$ cat config.mk
export PLATFORM = sky130hd
export DESIGN_NAME = sme_ctrl
export DESIGN_NICKNAME = d
export VERILOG_FILES = /design/src/sv/sme_pkg.sv /design/src/sv/sme_ctrl.sv
export SDC_FILE = /design/constraint.sdc
export NUM_CORES = 1
export LEC_CHECK = 0
export ABC_CLOCK_PERIOD_IN_PS = 1800
export BUFFER_PORTS_ARGS = -buffer_cell sky130_fd_sc_hd__buf_2
export CAP_MARGIN = 20
export CORE_AREA = 10 10 47 49
export DETAILED_ROUTE_END_ITERATION = 10
export DIE_AREA = 0 0 57 59
export PLACE_DENSITY_LB_ADDON = 0.25
export SYNTH_ARGS = -nofsm -noshare
export SYNTH_HDL_FRONTEND = slang
export SYNTH_SLANG_ARGS = --single-unit
$ cat constraint.sdc
create_clock -name clk_i -period 1.8 [get_ports clk_i]
set_input_delay 0.09 -clock clk_i [delete_from_list [all_inputs] [get_ports clk_i]]
set_output_delay 0.09 -clock clk_i [all_outputs]
set_load 0.03 [all_outputs]
$ cat src/sv/sme_pkg.sv
// Shared types and constants of the stack machine executor.
// Used by the controller, the datapath and the top level; no dependencies.
package sme_pkg;

  localparam int unsigned DATA_W = 32;
  localparam int unsigned PC_W   = 16;
  localparam int unsigned CMD_W  = 5;

  // Opcodes
  typedef enum logic [CMD_W-1:0] {
    OP_HALT    = 5'd0,
    OP_RESERVE = 5'd1,
    OP_PUSH    = 5'd2,
    OP_STORE   = 5'd3,
    OP_LOAD    = 5'd4,
    OP_READ    = 5'd5,
    OP_WRITE   = 5'd6,
    OP_NEG     = 5'd7,
    OP_SUB     = 5'd8,
    OP_ADD     = 5'd9,
    OP_MUL     = 5'd10,
    OP_DIV     = 5'd11,
    OP_EQ      = 5'd12,
    OP_NE      = 5'd13,
    OP_LT      = 5'd14,
    OP_LE      = 5'd15,
    OP_GT      = 5'd16,
    OP_GE      = 5'd17,
    OP_AND     = 5'd18,
    OP_OR      = 5'd19,
    OP_NOT     = 5'd20,
    OP_JUMP    = 5'd21,
    OP_JIF     = 5'd22
  } op_e;

  // Run status codes
  localparam logic [1:0] RUN_OK    = 2'd0;
  localparam logic [1:0] RUN_HALT  = 2'd1;
  localparam logic [1:0] RUN_UNK   = 2'd2;
  localparam logic [1:0] RUN_FAULT = 2'd3;

  // Commands from controller to datapath
  typedef struct packed {
    logic clr;        // write one zero word of the clearing pass
    logic take_in;    // latch the accepted request
    logic capture;    // latch the two top stack words
    logic ind_rd;     // steer read port A to the indirect address
    logic div_start;  // launch the divider
    logic commit;     // write stack, update machine state, latch result
    logic emit;       // move the result into the output register
  } ctrl_cmd_t;

  // Status from datapath to controller
  typedef struct packed {
    logic clr_last;
    logic defer_load;
    logic defer_mul;
    logic defer_div;
    logic div_done;
    logic out_free;
  } dp_sts_t;

endpackage

$ cat src/sv/sme_ctrl.sv
// Controller state machine sequencing the clearing pass and each request.
// Depends on sme_pkg for the command and status structs.
module sme_ctrl (
  input  logic               clk_i,
  input  logic               rst_ni,
  input  logic               in_valid_i,
  output logic               in_ready_o,
  input  sme_pkg::dp_sts_t   sts_i,
  output sme_pkg::ctrl_cmd_t ctrl_o
);

  typedef enum logic [8:0] {
    ST_CLEAR = 9'b000000001,
    ST_IDLE  = 9'b000000010,
    ST_READ  = 9'b000000100,
    ST_CAP   = 9'b000001000,
    ST_EXEC  = 9'b000010000,
    ST_LOAD  = 9'b000100000,
    ST_MUL   = 9'b001000000,
    ST_DIV   = 9'b010000000,
    ST_DONE  = 9'b100000000
  } state_e;

  state_e state_q, state_d;

  // Next state and commands
  always_comb begin
    state_d    = state_q;
    ctrl_o     = '0;
    in_ready_o = 1'b0;
    case (state_q)
      ST_CLEAR: begin
        ctrl_o.clr = 1'b1;
        if (sts_i.clr_last) state_d = ST_IDLE;
      end
      ST_IDLE: begin
        in_ready_o = 1'b1;
        if (in_valid_i) begin
          ctrl_o.take_in = 1'b1;
          state_d        = ST_READ;
        end
      end
      ST_READ: state_d = ST_CAP;
      ST_CAP: begin
        ctrl_o.capture = 1'b1;
        state_d        = ST_EXEC;
      end
      ST_EXEC: begin
        ctrl_o.ind_rd = 1'b1;
        if (sts_i.defer_load) begin
          state_d = ST_LOAD;
        end else if (sts_i.defer_mul) begin
          state_d = ST_MUL;
        end else if (sts_i.defer_div) begin
          ctrl_o.div_start = 1'b1;
          state_d          = ST_DIV;
        end else begin
          ctrl_o.commit = 1'b1;
          state_d       = ST_DONE;
        end
      end
      ST_LOAD, ST_MUL: begin
        ctrl_o.commit = 1'b1;
        state_d       = ST_DONE;
      end
      ST_DIV: begin
        if (sts_i.div_done) begin
          ctrl_o.commit = 1'b1;
          state_d       = ST_DONE;
        end
      end
      ST_DONE: begin
        if (sts_i.out_free) begin
          ctrl_o.emit = 1'b1;
          state_d     = ST_IDLE;
        end
      end
      default: state_d = ST_IDLE;
    endcase
  end

  always_ff @(posedge clk_i or negedge rst_ni) begin
    if (!rst_ni) begin
      state_q <= ST_CLEAR;
    end else begin
      state_q <= state_d;
    end
  end

endmodule

==> run summary <==
status = complete, no violations
Die Footprint = 3360 um^2
multi-input gate area in the final layout = 377 um^2
synth warn = 0
Via Count = 554
register area share after synthesis = 38.8%
synthesized cell area = 583 um^2
Sink Count = 9
Detail Route Antenna Nets = 0
crit path max fanout = 4
switching power = 0.391 mW
final design utilization = 60.6%
total congestion overflow = 0
Fmax = 0.578 GHz
main combinational cell family by area after synthesis = simple AND/OR/NAND/NOR gates
vias in the first global route = 502
most flop-heavy register = state_q
WHS Path Cells = 2
Post-Layout Cell Count = 106
WP data required = 1.71 ns
hold path start = in_valid_i
CP Launch Type = flip-flop
min Tclk post-route = 1.73 ns
Final #Nets = 100
Netlist cell types = 27
placed cell count = 90
1st-iter DRT viols = 15
Layout Skew = 0.00490 ns
worst-case hold path end point = state_q[1]
Tightest Pin Transition = 0.372 ns
Synth Area in Compound Gates = 8.15%
clock share of power = 15.9%
IO Pins = 17
syn nets = 68
Sw Ratio = 40.9%
Data arrival, critical path = 1.64 ns
Leakage = 0.411 nW
mux cell area share after synthesis = 0%
Reg area = 230 um^2
Int Power = 0.565 mW
r2r endpoint = state_q[7]
final design area excluding fillers = 850 um^2
Initial Util = 41.6%
share of cells above drive strength 1 = 47.8%
Slew Viols, Final = 0
die height = 59 um
biggest regs = state_q (9)
Pwr Total = 0.957 mW
Synth Area in Simple Gates = 48.1%
Clock H-tree levels = 1
dpl cell area = 682 um^2
peak supply drop = 0.927 mV
drt first pass iters = 4
Worst Setup SP = state_q[6]
final setup vio count = 0
endpoint type of the worst setup path = output port
clock-pin slew on the worst setup and hold paths = 0.06 ns
CTS tree = done
gp weighted congestion = 0.770
Hold Slack = 0.0325 ns
diodes inserted = 0
unrepaired setup endpoints after global routing = true
first-pass GRT wire length = 2160 um
worst min path class = primary input to flip-flop
DP HPWL = 1020 um
GRT Total Usage = 7.83%
WS Path Type = flip-flop to output port
post-synthesis average cell area = 9.88 um^2
Worst-Skew Late Latency = 0.26 ns
root buffer cell = clkbuf_4
post-synthesis adder-cell area fraction = 0%
Reg2Reg Launch Point = state_q[6]
post-DR wirelength/cell = 13.3 um
Core Region = 1400 um^2
IO Port Bufs = 16
XOR/XNOR Fraction of Synth Area = 3.00%
CTS max path bufs = 2
Syn Inst Count = 59
Fill cells = 123
TritonCTS buffer count = 3
Cell Pwr Density = 1130 nW/um^2
flop2flop setup slack = 0.27 ns
part of the cycle the worst path needs = 96.2%
max_cap viols = 0
initial antenna violation count = 0
Total Wirelength = 1410 um
Hold Violations, Final = 0
Slew headroom = 74.9%
Area growth syn-to-layout = 45.7%
Comb pwr share = 51.8%
row cnt = 14
largest net degree at the start of global routing = 10
Yosys reg bits = 9
post-DR vias/cell = 5.23
max reg flops = 9
Die Wd = 57 um
Residual DRC = 0
register share of total power = 32.3%
worst reg2reg path depth = 4
cell usage after synthesis:
cell / n / area (um^2)
nor3_1: 2 / 10.0
dfrtp_1: 8 / 200
nand3b_1: 2 / 15.0
nor2_1: 5 / 18.8
and3b_1: 1 / 8.76
and2_1: 3 / 18.8
or4b_2: 1 / 10.0
o21bai_1: 2 / 15.0
o21ai_0: 2 / 10.0
nor3_4: 2 / 32.5
nand2b_1: 2 / 12.5
nor4b_1: 5 / 43.8
a21oi_1: 2 / 10.0
nor3_2: 1 / 10.0
nor3b_1: 2 / 15.0
and3_1: 1 / 6.26
o22ai_1: 2 / 12.5
buf_4: 1 / 7.51
and4_4: 1 / 11.3
nand3_1: 4 / 20.0
dfstp_2: 1 / 26.3
inv_1: 1 / 3.75
nand2_2: 1 / 6.26
nor4b_4: 1 / 23.8
nor4_1: 1 / 6.26
nand2_1: 3 / 11.3
xor2_1: 2 / 17.5
repair_timing:
item	4_1_cts	5_1_grt
hold endpoints to repair	10	0
pin swaps	2	5
buffers inserted	3	7
endpoints found under the setup margin	1	5
hold buffers	2	0
gates resized for setup	3	12
critical path, stage by stage, from the launching register on:
cell	delay [ns]
dfrtp_2	0.43
nor3_4	0.26
nand2_2	0.13
nor4b_4	0.26
and2_4	0.18
buf_6	0.12
layout make-up:
type | count | share of cell area (%)
clock buffer | 4 | 3.09
inverter | 1 | 0.442
multi-input combinational | 48 | 44.3
sequential | 9 | 27.1
tap | 16 | 2.36
timing repair buffer | 28 | 22.7
layout by cell type (no fill, tap or decap), types with 3 or more instances in the layout:
| cell | instances |
|---|---|
| nor2_1 | 5 |
| nand3_1 | 4 |
| nor3_4 | 3 |
| clkbuf_4 | 5 |
| buf_2 | 12 |
| nor4b_1 | 4 |
| dfrtp_1 | 5 |
| dfrtp_2 | 3 |
| buf_4 | 10 |
metal layers:
layer	GRT usage (%)	share of wire, %
met1	8.71	44
met2	13.2	50
met3	1.72	4.8
met4	5.03	0.85
met5	0	0
kinds of logic (layout without fill, tap and decap cells):
kind of cell	Yosys count	count (layout)
buffers and inverters	2	33
DFF	9	9
xor gates and xnor gates	2	2
and+or+nand+nor	38	38
AOI/OAI and AO/OA	8	8
through the flow:
step / setup slack, ns / setup TNS (ns)
after floorplan: 0.0134 / 0
after global placement: 0.243 / 0
after detailed placement: 0.210 / 0
after CTS: 0.0154 / 0
after global routing: -0.0371 / -0.0756
final: 0.0687 / 0
power groups by stage:
stage / registers (mW) / clock network, mW / logic [mW]
floorplan: 0.289 / 0 / 0.318
global placement: 0.302 / 0 / 0.390
detailed placement: 0.301 / 0 / 0.393
CTS: 0.299 / 0.159 / 0.429
global route: 0.315 / 0.171 / 0.548
finish: 0.309 / 0.152 / 0.496
worst max-delay path by stage:
stage | cells past startpoint | end
2_1_floorplan | 4 | ctrl_o[5]
3_3_place_gp | 5 | ctrl_o[5]
3_5_place_dp | 5 | ctrl_o[5]
4_1_cts | 4 | ctrl_o[2]
5_1_grt | 5 | ctrl_o[5]
6_report | 5 | ctrl_o[5]
Note: power is estimated with default switching activity, not from simulation.
